--- src/rtl/core/urc_pkg.sv ---
package urc_pkg;

  localparam int unsigned BAR_CELLS_DEF   = 20;
  localparam int unsigned COUNT_WIDTH_DEF = 16;

  localparam int unsigned DIST_W   = 14;
  localparam int unsigned PCNT_W   = 16;
  localparam int unsigned MAXD_W   = 10;
  localparam int unsigned TRIG_W   = 8;
  localparam int unsigned SCALE_W  = 16;
  localparam int unsigned FRAC_W   = 16;
  localparam int unsigned STATUS_W = 2;
  localparam int unsigned BAR_W    = 5;
  localparam int unsigned PADDR_W  = 5;
  localparam int unsigned PDATA_W  = 32;
  localparam int unsigned UPC_W    = 4;
  localparam int unsigned DIV_W    = 14;
  localparam int unsigned DIV_STEPS = DIV_W;

  localparam logic [DIST_W-1:0]  DIST_MAX       = '1;
  localparam logic [MAXD_W-1:0]  MAX_DIST_RST   = 10'd300;
  localparam logic [MAXD_W-1:0]  MIN_DIST_RST   = 10'd5;
  localparam logic [TRIG_W-1:0]  TRIG_RST       = 8'd3;
  localparam logic [PCNT_W-1:0]  BLANK_RST      = 16'd750;
  localparam logic [PCNT_W-1:0]  LISTEN_RST     = 16'd1000;
  localparam logic [SCALE_W-1:0] SCALE_RST      = 16'd15224;

  typedef enum logic [2:0] {
    PH_IDLE, PH_TRIG, PH_BLANK, PH_LISTEN, PH_MEASURE
  } phase_e;

  typedef enum logic [STATUS_W-1:0] {
    ST_IN_RANGE, ST_OUT_RANGE, ST_NO_ECHO
  } status_e;

  typedef enum logic [2:0] {
    REG_MAX_DIST, REG_MIN_DIST, REG_TRIG, REG_BLANK, REG_LISTEN, REG_SCALE
  } reg_idx_e;

  typedef enum logic [3:0] {
    OP_NOP, OP_FETCH, OP_TICK, OP_MUL, OP_SAT, OP_RANGE,
    OP_DIV_STEP_LD, OP_DIV_CELLS_LD, OP_DIV_STEP, OP_BAR, OP_EMIT
  } uop_e;

  typedef enum logic [2:0] {
    CC_NEVER, CC_ALWAYS, CC_NO_XACT, CC_NO_CALC, CC_OUT_RANGE, CC_DIV_RUN, CC_OUT_BUSY
  } cond_e;

  typedef logic [UPC_W-1:0] upc_t;

  localparam upc_t UA_FETCH  = 4'd0;
  localparam upc_t UA_TICK   = 4'd1;
  localparam upc_t UA_MUL    = 4'd2;
  localparam upc_t UA_SAT    = 4'd3;
  localparam upc_t UA_RANGE  = 4'd4;
  localparam upc_t UA_DIVA   = 4'd5;
  localparam upc_t UA_DIVA_S = 4'd6;
  localparam upc_t UA_DIVB   = 4'd7;
  localparam upc_t UA_DIVB_S = 4'd8;
  localparam upc_t UA_BAR    = 4'd9;
  localparam upc_t UA_EMIT   = 4'd10;
  localparam upc_t UA_NOP    = 4'd11;

  typedef struct packed {
    uop_e  op;
    cond_e cond;
    upc_t  target;
  } uword_t;

  // taken jump when cond is true, else fall through to the next step
  function automatic uword_t ucode_rom(input upc_t addr);
    uword_t w;
    case (addr)
      UA_FETCH:  w = '{OP_FETCH,        CC_NO_XACT,   UA_FETCH};
      UA_TICK:   w = '{OP_TICK,         CC_NO_CALC,   UA_EMIT};
      UA_MUL:    w = '{OP_MUL,          CC_NEVER,     UA_FETCH};
      UA_SAT:    w = '{OP_SAT,          CC_NEVER,     UA_FETCH};
      UA_RANGE:  w = '{OP_RANGE,        CC_OUT_RANGE, UA_EMIT};
      UA_DIVA:   w = '{OP_DIV_STEP_LD,  CC_NEVER,     UA_FETCH};
      UA_DIVA_S: w = '{OP_DIV_STEP,     CC_DIV_RUN,   UA_DIVA_S};
      UA_DIVB:   w = '{OP_DIV_CELLS_LD, CC_NEVER,     UA_FETCH};
      UA_DIVB_S: w = '{OP_DIV_STEP,     CC_DIV_RUN,   UA_DIVB_S};
      UA_BAR:    w = '{OP_BAR,          CC_NEVER,     UA_FETCH};
      UA_EMIT:   w = '{OP_EMIT,         CC_OUT_BUSY,  UA_EMIT};
      UA_NOP:    w = '{OP_NOP,          CC_ALWAYS,    UA_FETCH};
      default:   w = '{OP_NOP,          CC_ALWAYS,    UA_FETCH};
    endcase
    return w;
  endfunction

endpackage

--- src/rtl/core/ultrasonic_range_controller.sv ---
// Single-pin ultrasonic ranger. Each input transaction is one microsecond
// tick (start request and sampled echo level) and yields exactly one result
// transaction with pin drive, busy, done, status, held distance and bar
// length. A microcode ROM of twelve steps runs the datapath. A tick runs
// fetch, phase update, emit and return; a tick that ends a measurement runs
// width-times-scale multiply, saturate and range check before emit, and if
// in range two 14-step passes through one shared restoring divider (bar
// step from the maximum, then the cell count) and the bar length. Stalls on
// the result side hold the sequencer at the emit step; the next tick is taken
// while a result waits in the output register.
module ultrasonic_range_controller
  import urc_pkg::*;
#(
  parameter int unsigned BAR_CELLS   = BAR_CELLS_DEF,
  parameter int unsigned COUNT_WIDTH = COUNT_WIDTH_DEF
) (
  input  logic                clk_i,
  input  logic                rst_ni,
  input  logic                psel,
  input  logic                penable,
  input  logic                pwrite,
  input  logic [PADDR_W-1:0]  paddr,
  input  logic [PDATA_W-1:0]  pwdata,
  output logic [PDATA_W-1:0]  prdata,
  output logic                pready,
  input  logic                in_valid_i,
  output logic                in_ready_o,
  input  logic                start_req_i,
  input  logic                echo_level_i,
  output logic                out_valid_o,
  input  logic                out_ready_i,
  output logic                pin_drive_enable_o,
  output logic                pin_drive_level_o,
  output logic                busy_res_o,
  output logic                done_res_o,
  output logic [STATUS_W-1:0] status_o,
  output logic [DIST_W-1:0]   range_cm_o,
  output logic [BAR_W-1:0]    bar_cells_o
);

  localparam int unsigned PROD_W = COUNT_WIDTH + SCALE_W;
  localparam int unsigned HI_W   = (COUNT_WIDTH > DIST_W) ? COUNT_WIDTH : DIST_W;
  localparam int unsigned DCNT_W = $clog2(DIV_STEPS);
  localparam logic [COUNT_WIDTH-1:0] WIDTH_MAX = '1;
  localparam logic [DIV_W-1:0]       BAR_N     = DIV_W'(BAR_CELLS);
  localparam logic [DCNT_W-1:0]      DCNT_LAST = DCNT_W'(DIV_STEPS - 1);

  // configuration
  logic [MAXD_W-1:0]  max_dist_q, min_dist_q;
  logic [TRIG_W-1:0]  trig_q;
  logic [PCNT_W-1:0]  blank_q, listen_q;
  logic [SCALE_W-1:0] scale_q;
  logic               cfg_we;
  logic [2:0]         cfg_idx;

  // sequencer
  upc_t   upc_q, upc_d;
  uword_t uw;
  logic   cond_true, in_xact, out_free, calc_needed, range_ok, div_run, no_echo_end;

  // tick state
  phase_e                 phase_q, phase_d;
  logic [PCNT_W-1:0]      pcnt_q, pcnt_d, pcnt_inc;
  logic [COUNT_WIDTH-1:0] wcnt_q, wcnt_d;
  logic [DIST_W-1:0]      last_dist_q, last_dist_d;
  logic [TRIG_W-1:0]      trig_lim;
  logic [PCNT_W-1:0]      listen_lim;

  // datapath
  logic                start_q, start_d, echo_q, echo_d;
  logic [PROD_W-1:0]   prod_q, prod_d;
  logic [HI_W-1:0]     prod_hi;
  logic [DIV_W-1:0]    rem_q, rem_d, quo_q, quo_d, dvsr_q, dvsr_d;
  logic [DCNT_W-1:0]   dcnt_q, dcnt_d;
  logic [DIV_W:0]      rem_sh, rem_sub;
  logic                div_fits;
  logic                res_drive_q, res_drive_d, res_done_q, res_done_d;
  status_e             res_status_q, res_status_d;
  logic [BAR_W-1:0]    res_bar_q, res_bar_d;

  // output register
  logic                out_valid_q, out_valid_d, out_load;
  logic                out_drive_q, out_busy_q, out_done_q;
  status_e             out_status_q;
  logic [DIST_W-1:0]   out_dist_q;
  logic [BAR_W-1:0]    out_bar_q;

  // ---------------- configuration port ----------------
  assign pready  = 1'b1;
  assign cfg_we  = psel & penable & pwrite;
  assign cfg_idx = paddr[PADDR_W-1:2];

  always_ff @(posedge clk_i or negedge rst_ni) begin
    if (!rst_ni) begin
      max_dist_q <= MAX_DIST_RST;
      min_dist_q <= MIN_DIST_RST;
      trig_q     <= TRIG_RST;
      blank_q    <= BLANK_RST;
      listen_q   <= LISTEN_RST;
      scale_q    <= SCALE_RST;
    end else if (cfg_we) begin
      case (cfg_idx)
        REG_MAX_DIST: max_dist_q <= pwdata[MAXD_W-1:0];
        REG_MIN_DIST: min_dist_q <= pwdata[MAXD_W-1:0];
        REG_TRIG:     trig_q     <= pwdata[TRIG_W-1:0];
        REG_BLANK:    blank_q    <= pwdata[PCNT_W-1:0];
        REG_LISTEN:   listen_q   <= pwdata[PCNT_W-1:0];
        REG_SCALE:    scale_q    <= pwdata[SCALE_W-1:0];
        default: ;
      endcase
    end
  end

  always_comb begin
    case (cfg_idx)
      REG_MAX_DIST: prdata = PDATA_W'(max_dist_q);
      REG_MIN_DIST: prdata = PDATA_W'(min_dist_q);
      REG_TRIG:     prdata = PDATA_W'(trig_q);
      REG_BLANK:    prdata = PDATA_W'(blank_q);
      REG_LISTEN:   prdata = PDATA_W'(listen_q);
      REG_SCALE:    prdata = PDATA_W'(scale_q);
      default:      prdata = '0;
    endcase
  end

  // ---------------- sequencer ----------------
  assign uw          = ucode_rom(upc_q);
  assign in_ready_o  = (uw.op == OP_FETCH);
  assign in_xact     = in_valid_i & in_ready_o;
  assign out_free    = !out_valid_q || out_ready_i;
  assign calc_needed = (phase_q == PH_MEASURE) && !echo_q;
  assign div_run     = (dcnt_q != DCNT_LAST);
  assign range_ok    = (last_dist_q >= DIST_W'(min_dist_q)) &&
                       (last_dist_q <= DIST_W'(max_dist_q));

  always_comb begin
    case (uw.cond)
      CC_NEVER:     cond_true = 1'b0;
      CC_ALWAYS:    cond_true = 1'b1;
      CC_NO_XACT:   cond_true = !in_xact;
      CC_NO_CALC:   cond_true = !calc_needed;
      CC_OUT_RANGE: cond_true = !range_ok;
      CC_DIV_RUN:   cond_true = div_run;
      CC_OUT_BUSY:  cond_true = !out_free;
      default:      cond_true = 1'b0;
    endcase
    upc_d = cond_true ? uw.target : upc_q + 1'b1;
  end

  // ---------------- tick state: next state ----------------
  assign pcnt_inc    = pcnt_q + 1'b1;
  assign trig_lim    = (trig_q == '0) ? TRIG_W'(1) : trig_q;
  assign listen_lim  = (listen_q == '0) ? PCNT_W'(1) : listen_q;
  assign no_echo_end = (phase_q == PH_LISTEN) && !echo_q && (pcnt_inc >= listen_lim);

  always_comb begin
    phase_d = phase_q;
    pcnt_d  = pcnt_q;
    wcnt_d  = wcnt_q;
    if (uw.op == OP_TICK) begin
      case (phase_q)
        PH_TRIG: begin
          if (pcnt_inc >= PCNT_W'(trig_lim)) begin
            pcnt_d  = '0;
            phase_d = (blank_q == '0) ? PH_LISTEN : PH_BLANK;
          end else begin
            pcnt_d = pcnt_inc;
          end
        end
        PH_BLANK: begin
          if (pcnt_inc >= blank_q) begin
            pcnt_d  = '0;
            phase_d = PH_LISTEN;
          end else begin
            pcnt_d = pcnt_inc;
          end
        end
        PH_LISTEN: begin
          if (echo_q) begin
            wcnt_d  = COUNT_WIDTH'(1);
            pcnt_d  = '0;
            phase_d = PH_MEASURE;
          end else if (no_echo_end) begin
            pcnt_d  = '0;
            phase_d = PH_IDLE;
          end else begin
            pcnt_d = pcnt_inc;
          end
        end
        PH_MEASURE: begin
          if (echo_q) begin
            if (wcnt_q != WIDTH_MAX) begin
              wcnt_d = wcnt_q + 1'b1;
            end
          end else begin
            pcnt_d  = '0;
            phase_d = PH_IDLE;
          end
        end
        default: begin
          phase_d = PH_IDLE;
          if (start_q) begin
            pcnt_d  = '0;
            wcnt_d  = '0;
            phase_d = PH_TRIG;
          end
        end
      endcase
    end
  end

  // ---------------- datapath and results ----------------
  assign prod_hi  = HI_W'(prod_q >> FRAC_W);
  assign rem_sh   = {rem_q, quo_q[DIV_W-1]};
  assign rem_sub  = rem_sh - {1'b0, dvsr_q};
  assign div_fits = (rem_sh >= {1'b0, dvsr_q});

  always_comb begin
    start_d      = start_q;
    echo_d       = echo_q;
    prod_d       = prod_q;
    rem_d        = rem_q;
    quo_d        = quo_q;
    dvsr_d       = dvsr_q;
    dcnt_d       = dcnt_q;
    last_dist_d  = last_dist_q;
    res_drive_d  = res_drive_q;
    res_done_d   = res_done_q;
    res_status_d = res_status_q;
    res_bar_d    = res_bar_q;
    case (uw.op)
      OP_FETCH: begin
        if (in_xact) begin
          start_d = start_req_i;
          echo_d  = echo_level_i;
        end
      end
      OP_TICK: begin
        res_drive_d  = (phase_q == PH_TRIG);
        res_done_d   = calc_needed;
        res_status_d = ST_IN_RANGE;
        res_bar_d    = '0;
        if (no_echo_end) begin
          res_done_d   = 1'b1;
          res_status_d = ST_NO_ECHO;
          last_dist_d  = '0;
        end
      end
      OP_MUL: prod_d = PROD_W'(wcnt_q) * PROD_W'(scale_q);
      OP_SAT: last_dist_d = (prod_hi > HI_W'(DIST_MAX)) ? DIST_MAX : prod_hi[DIST_W-1:0];
      OP_RANGE: res_status_d = range_ok ? ST_IN_RANGE : ST_OUT_RANGE;
      OP_DIV_STEP_LD: begin
        quo_d  = DIV_W'(max_dist_q);
        rem_d  = '0;
        dvsr_d = BAR_N;
        dcnt_d = '0;
      end
      OP_DIV_CELLS_LD: begin
        quo_d  = DIV_W'(last_dist_q);
        rem_d  = '0;
        dvsr_d = (quo_q == '0) ? DIV_W'(1) : quo_q;
        dcnt_d = '0;
      end
      OP_DIV_STEP: begin
        rem_d  = div_fits ? rem_sub[DIV_W-1:0] : rem_sh[DIV_W-1:0];
        quo_d  = {quo_q[DIV_W-2:0], div_fits};
        dcnt_d = dcnt_q + 1'b1;
      end
      OP_BAR: res_bar_d = (quo_q >= BAR_N) ? '0 : BAR_W'(BAR_N - quo_q);
      default: ;
    endcase
  end

  // ---------------- output register ----------------
  assign out_load = (uw.op == OP_EMIT) && out_free;

  always_comb begin
    out_valid_d = out_valid_q;
    if (out_load) begin
      out_valid_d = 1'b1;
    end else if (out_ready_i) begin
      out_valid_d = 1'b0;
    end
  end

  always_ff @(posedge clk_i or negedge rst_ni) begin
    if (!rst_ni) begin
      upc_q       <= UA_FETCH;
      phase_q     <= PH_IDLE;
      pcnt_q      <= '0;
      wcnt_q      <= '0;
      last_dist_q <= '0;
      out_valid_q <= 1'b0;
    end else begin
      upc_q       <= upc_d;
      phase_q     <= phase_d;
      pcnt_q      <= pcnt_d;
      wcnt_q      <= wcnt_d;
      last_dist_q <= last_dist_d;
      out_valid_q <= out_valid_d;
    end
  end

  always_ff @(posedge clk_i) begin
    start_q      <= start_d;
    echo_q       <= echo_d;
    prod_q       <= prod_d;
    rem_q        <= rem_d;
    quo_q        <= quo_d;
    dvsr_q       <= dvsr_d;
    dcnt_q       <= dcnt_d;
    res_drive_q  <= res_drive_d;
    res_done_q   <= res_done_d;
    res_status_q <= res_status_d;
    res_bar_q    <= res_bar_d;
    if (out_load) begin
      out_drive_q  <= res_drive_q;
      out_busy_q   <= (phase_q != PH_IDLE);
      out_done_q   <= res_done_q;
      out_status_q <= res_status_q;
      out_dist_q   <= last_dist_q;
      out_bar_q    <= res_bar_q;
    end
  end

  assign out_valid_o        = out_valid_q;
  assign pin_drive_enable_o = out_drive_q;
  assign pin_drive_level_o  = out_drive_q;
  assign busy_res_o         = out_busy_q;
  assign done_res_o         = out_done_q;
  assign status_o           = out_status_q;
  assign range_cm_o         = out_dist_q;
  assign bar_cells_o        = out_bar_q;

endmodule

--- config.mk ---
export PLATFORM = sky130hd
export DESIGN_NAME = ultrasonic_range_controller
export DESIGN_NICKNAME = d
export VERILOG_FILES = /design/src/rtl/core/urc_pkg.sv /design/src/rtl/core/ultrasonic_range_controller.sv
export SDC_FILE = /design/constraint.sdc
export NUM_CORES = 1
export LEC_CHECK = 0
export ABC_AREA = 1
export BUFFER_PORTS_ARGS = -buffer_cell sky130_fd_sc_hd__buf_2
export CORE_AREA = 2 2 170 296
export CTS_CLUSTER_SIZE = 24
export DETAILED_ROUTE_END_ITERATION = 10
export DIE_AREA = 0 0 172 298
export GPL_TIMING_DRIVEN = 0
export PLACE_DENSITY = 0.64
export SETUP_SLACK_MARGIN = 0.15
export SLEW_MARGIN = 20
export SYNTH_ARGS = -nofsm -noshare
export SYNTH_HDL_FRONTEND = slang
export SYNTH_SLANG_ARGS = --single-unit
--- constraint.sdc ---
create_clock -name clk_i -period 7.3 [get_ports clk_i]
set_clock_uncertainty 0.1 [all_clocks]
set_input_delay 1.46 -clock clk_i [delete_from_list [all_inputs] [get_ports clk_i]]
set_output_delay 1.46 -clock clk_i [all_outputs]
set_load 0.05 [all_outputs]
# Yosys cells after proc, flatten, opt, wreduce, memory -nomap -nowiden

Memory sizes are Yosys's and may differ from the RTL's.
Cells that the tools add are included.

Output and inout port bits: 60
Bits of input ports: 46
Memories kept: 1
ROM bits: 160
Flip-flop bits (word level): 243
Word-level logic and storage cells: 164

Mux-type cells: 40
Multipliers: 1
Bitwise logic cells: 4
Reduce and logical (&&, ||, !) cells: 40
$add $sub $neg: 6
Magnitude comparators: 8
Eq/ne operators: 35

Memory list:

| memory           | words | bits a word | rd ports | clocked after memory_dff | wr ports | line          | source |
|---|---|---|---|---|---|---|---|
| (name not given) | 16    | 10          | 1        | 0                        | 0        | urc_pkg.sv:73 | `case (addr)` |

Operator list:

| cell                                                                    | number |
|---|---|
| 16-bit 2-to-1 mux                                                       | 10 |
| 16-bit case mux with 6 select lines                                     | 1 |
| 14-bit case mux with 2 select lines                                     | 3 |
| 16-bit case mux with 4 select lines                                     | 1 |
| 14-bit 2-to-1 mux                                                       | 4 |
| 16-bit case mux with 3 select lines                                     | 1 |
| 14-bit case mux with 3 select lines                                     | 1 |
| 16-bit by 1-bit adder with 16-bit output (second input constant)        | 2 |
| 16-bit >= comparator                                                    | 2 |
| 16-bit zero test                                                        | 2 |
| 16-bit by 16-bit multiplier with 32-bit output                          | 1 |
| 3-bit by 2-bit == test with 1-bit output (second input constant)        | 6 |
| 3-bit == test (second input constant)                                   | 6 |
| 4-bit by 3-bit == test with 1-bit output (second input constant)        | 4 |
| 16-bit by 8-bit >= comparator with 1-bit output                         | 1 |
| 16-bit by 14-bit > comparator with 1-bit output (second input constant) | 1 |
| 16-bit != test (second input constant)                                  | 1 |
| 2-bit AND reduction                                                     | 8 |
| 15-bit by 14-bit >= comparator with 1-bit output                        | 1 |
| 3-bit 2-to-1 mux                                                        | 5 |
| 14-bit by 10-bit >= comparator with 1-bit output                        | 1 |
| 14-bit by 5-bit >= comparator with 1-bit output (second input constant) | 1 |
| 14-bit by 10-bit <= comparator with 1-bit output                        | 1 |
| 14-bit zero test                                                        | 1 |
| other kinds (35)                                                        | 69 |

# Logic depth before layout (Yosys ltp)

Depth after elaboration: 7
Depth in mapped cells: 26
Mapped depth without buffers: 24

# Worst setup path after synthesis

OpenSTA, ideal clock, no wires.

Path kind: reg-to-reg
Start: reg scale_q[12]
End: reg prod_q[25], data pin
Arrival: 5.467 ns
Period minus slack after synthesis: 5.819 ns
Setup time: 0.253 ns
Path slack: 1.481 ns
Stages on the path, launching flop included: 22
Buffers on the path: 2
Data required time: 6.947 ns
Cell sequence: dfstp_2 clkbuf_1 clkbuf_1 nand2_1 fa_1 inv_1 fa_1 fa_1 fa_1 fa_1 inv_1 fa_1 inv_1 ha_1 a21oi_1 inv_1 nor2_1 a21boi_0 nand3b_1 nand3_1 nand2_1 nand2_1

Cells in the longest elaborated chain, start to end: 1

Ends and longest elaborated chain:

| element                                        | line                               | source |
|---|---|---|
| start, declared                                | ultrasonic_range_controller.sv:52  | `logic [SCALE_W-1:0] scale_q;` |
| start signal, assigned                         | ultrasonic_range_controller.sv:108 | `REG_SCALE: scale_q <= pwdata[SCALE_W-1:0];` |
| 16-bit by 16-bit multiplier with 32-bit output | ultrasonic_range_controller.sv:249 | `OP_MUL: prod_d = PROD_W'(wcnt_q) * PROD_W'(scale_q);` |
| end signal, assigned                           | ultrasonic_range_controller.sv:307 | `prod_q <= prod_d;` |
| end, declared                                  | ultrasonic_range_controller.sv:71  | `logic [PROD_W-1:0] prod_q, prod_d;` |

Every way passes these cells.
A chain may end at the register's enable or synchronous reset.

# Final worst setup path

Same ends and word-level chain as after synthesis.

==> flow_metrics.env <==
export IMPL_initialDrtViolationCount=1144
export IMPL_initial_core_util_pct=44.6
export IMPL_die_y_um=298
export IMPL_worstSetupStartpoint="scale_q[12]"
export IMPL_period_needed_ns=6.91
export IMPL_synth_edf_count=97
export IMPL_hold_start="res_bar_q[0]"
export IMPL_finalSetupTns_ns=0
export IMPL_htree_levels=1
export IMPL_wl_per_cell_um=18.3
export IMPL_cap_violations=0
export IMPL_grt_pass1_vias=19500
export IMPL_synthCells=2730
export IMPL_ant_nets=0
export IMPL_gp_congestion=0.976
export IMPL_dp_final_hpwl_um=52800
export IMPL_cts_setup_buffers=0
export IMPL_boundaryPins=106
export IMPL_run_status="finished clean"
export IMPL_ys_async_sr_fraction_pct=57.3
export IMPL_crit_path_max_fanout=10
export IMPL_io_buffers=70
export IMPL_maxSlewHeadroom_pct=44.7
export IMPL_cts_buffers_inserted=21
export IMPL_wl_um=64100
export IMPL_clock_latency_ns=0.53
export IMPL_final_max_slew_violation_count=0
export IMPL_p_per_area_nw_per_um2=243
export IMPL_area_growth_pct=9.20
export IMPL_finalSetupViolCount=0
export IMPL_drc=0
export IMPL_synth_seq_cells=227
export IMPL_antenna_found_initial=1
export IMPL_r2r_start="scale_q[12]"
export IMPL_rsz0062_at_grt="no"
export IMPL_cts_sinks=227
export IMPL_seq_area_frac_synth_pct=28.5
export IMPL_worst_setup_path_start_kind="register"
export IMPL_ys_types=52
export IMPL_cts_root_buffer="clkbuf_16"
export IMPL_synth_area_um2=21700
export IMPL_yosys_warnings=0
export IMPL_tightest_slew_ns=0.828
export IMPL_postSynthAreaPerCell_um2=7.96
export IMPL_cts_clk_slew_worst_paths_ns=0.07
export IMPL_route_vias_total=18400
export IMPL_die_area_um2=51300
export IMPL_total_power_mw=5.78
export IMPL_cp_arrival_ns=7.06
export IMPL_vdd_drop_max_mv=0.150
export IMPL_nNetsFinal=3263
export IMPL_crit_required_ns=7.45
export IMPL_synth_main_ff_cell="dfrtp_1"
export IMPL_cts_tree="built"
export IMPL_power_leakage_nw=12.7
export IMPL_grt_use_total_pct=25.9
export IMPL_crit_path_end_kind="register"
export IMPL_fmax_mhz=145
export IMPL_finalCritPeriodShare_pct=94.6
export IMPL_grt_start_max_net_pins=91
export IMPL_avgViaCountPerCell=5.23
export IMPL_drt_first_pass_iters=6
export IMPL_hold_class="register to register"
export IMPL_fp_dieW_um=172
export IMPL_drive_above_1_share_pct=7.54
export IMPL_hold_viol_final=0
export IMPL_num_rows=107
export IMPL_fp_coreArea_um2=48700
export IMPL_overflow=0
export IMPL_path_class="register to register"
export IMPL_grt_pass1_wl_um=102000
export IMPL_cts_max_path_buffers=3
export IMPL_fillerInstances=4829
cells in the mapped netlist (2+ instances only):
| cell type | n | area share [%] |
|---|---|---|
| dfstp_2 | 30 | 3.6 |
| o21ai_0 | 158 | 3.6 |
| a21boi_0 | 5 | 0.17 |
| xnor2_1 | 12 | 0.48 |
| nand3b_1 | 7 | 0.24 |
| nand2_2 | 7 | 0.20 |
| edfxtp_1 | 97 | 13 |
| inv_1 | 594 | 10 |
| fa_1 | 194 | 18 |
| a221oi_1 | 5 | 0.20 |
| a21o_1 | 6 | 0.21 |
| buf_2 | 20 | 0.46 |
| xor2_1 | 28 | 1.1 |
| nor2_1 | 124 | 2.1 |
| dfrtp_1 | 100 | 12 |
| nor4_1 | 9 | 0.26 |
| buf_4 | 19 | 0.66 |
| conb_1 | 2 | 0.035 |
| and3_1 | 3 | 0.086 |
| nor3_2 | 3 | 0.14 |
| nand2_1 | 703 | 12 |
| a31oi_1 | 6 | 0.17 |
| nor2_2 | 7 | 0.20 |
| o221ai_1 | 13 | 0.52 |
| a22oi_1 | 12 | 0.41 |
| o21bai_1 | 5 | 0.17 |
| buf_1 | 10 | 0.17 |
| inv_2 | 6 | 0.10 |
| o211ai_1 | 5 | 0.17 |
| or2_2 | 5 | 0.14 |
| nand3_1 | 101 | 2.3 |
| nand4_1 | 30 | 0.86 |
| a21oi_1 | 96 | 2.2 |
| nor3_1 | 26 | 0.60 |
| buf_6 | 2 | 0.10 |
| ha_1 | 185 | 11 |
| o21a_1 | 6 | 0.21 |
| clkbuf_1 | 65 | 1.1 |
| o22ai_1 | 11 | 0.32 |
layer usage:
metal  vias to the layer above  global-route usage, %  routed length (um)
met3                       236                   1.98                2580
met5                         -                      0                   0
met2                       627                   49.5               34700
met1                      8833                   25.6               21700
met4                         0                   18.0                5110
li1                       8658                      -                   -
worst max-delay path: stages (launching register included):
cell      delay [ns]
dfstp_2         0.52
clkbuf_1        0.51
clkbuf_2        0.39
nand2_1         0.13
fa_1            0.56
inv_1           0.05
fa_1            0.47
fa_1            0.59
fa_1            0.53
fa_1            0.55
inv_1           0.06
fa_1            0.53
inv_1           0.04
ha_1            0.37
a21oi_1         0.33
inv_1           0.08
nor2_1          0.15
a21boi_0        0.26
nand3b_1        0.18
nand3_1         0.09
nand2_1         0.06
nand2_1         0.07
where the power goes:
group | switching [mW] | leakage [nW] | internal, mW
Clock | 0.498 | 0.354 | 0.672
Sequential | 0.274 | 2.51 | 1.83
Combinational | 1.77 | 9.86 | 0.737
Total | 2.54 | 12.7 | 3.24
stage by stage:
stage / instances / setup slack (ns) / hold slack, ns / util (%) / instance area (um2)
after floorplan: 2745 / 1.48 / 0.300 / - / 21800
after global placement: 3469 / 0.349 / 0.301 / 47.1 / 23000
after detailed placement: 3471 / 0.327 / 0.305 / 47.3 / 23000
after CTS: 3508 / 0.295 / 0.320 / 48.7 / 23700
after global routing: 3507 / 0.172 / 0.328 / 48.7 / 23700
final: 3507 / 0.394 / 0.318 / 48.7 / 23700
state kept, by name (all words and copies together), names as in the netlist, 16 cells and up:
| register | flops |
|---|---|
| prod_q | 16 |
| wcnt_q | 16 |
| scale_q | 16 |
| listen_q | 16 |
| blank_q | 16 |
| pcnt_q | 16 |
layout make-up:
type	count	area [um2]	area share, %
Buffer	115	558	2.35
Tap cell	654	818	3.45
Sequential cell	227	6200	26.1
Clock inverter	3	40.0	0.169
Multi-Input combinational cell	1801	12800	53.9
Timing Repair Buffer	72	395	1.67
Inverter	600	2250	9.49
Antenna cell	1	2.50	0.0105
Clock buffer	34	678	2.86
timing repair:
action	CTS	global route
hold buffers	0	0
setup endpoints to repair	0	8
resized for setup	0	5
final timing paths:
check / cells past startpoint / endpoint / slack, ns
max: 21 / prod_q[25] / 0.39
min: 0 / bar_cells_o[0] / 0.32
max reg2reg: 21 / prod_q[25] / 0.39
min reg2reg: 0 / bar_cells_o[0] / 0.32
max in group asynchronous: 2 / max_dist_q[8] / 5.55
min in group asynchronous: 1 / wcnt_q[13] / 0.71
placed cells by master, fill, tap and decap left out, types with 7 or more instances in the layout:
cell type / n
a21oi_1: 96
a22oi_1: 12
buf_1: 9
buf_2: 89
buf_4: 20
clkbuf_1: 67
clkbuf_16: 24
conb_1: 17
dfrtp_1: 100
dfstp_2: 30
edfxtp_1: 97
fa_1: 194
ha_1: 185
inv_1: 594
nand2_1: 703
nand2_2: 7
nand3_1: 101
nand3b_1: 7
nand4_1: 30
nor2_1: 123
nor2_2: 7
nor3_1: 25
nor4_1: 9
o21ai_0: 158
o221ai_1: 13
o22ai_1: 11
xnor2_1: 12
xor2_1: 28
cell families (layout without fill, tap and decap cells):
logic type,Yosys count,after routing,synth area share (%)
xor+xnor,40,40,1.61
flops,227,227,28.5
fa+ha+maj,379,379,28.5
simple gates,1031,1031,19.7
other cells,2,18,0.0345
compound gates,334,334,8.68
buf+inv,717,824,12.9
No activity file was read; power rests on OpenSTA's default activity.
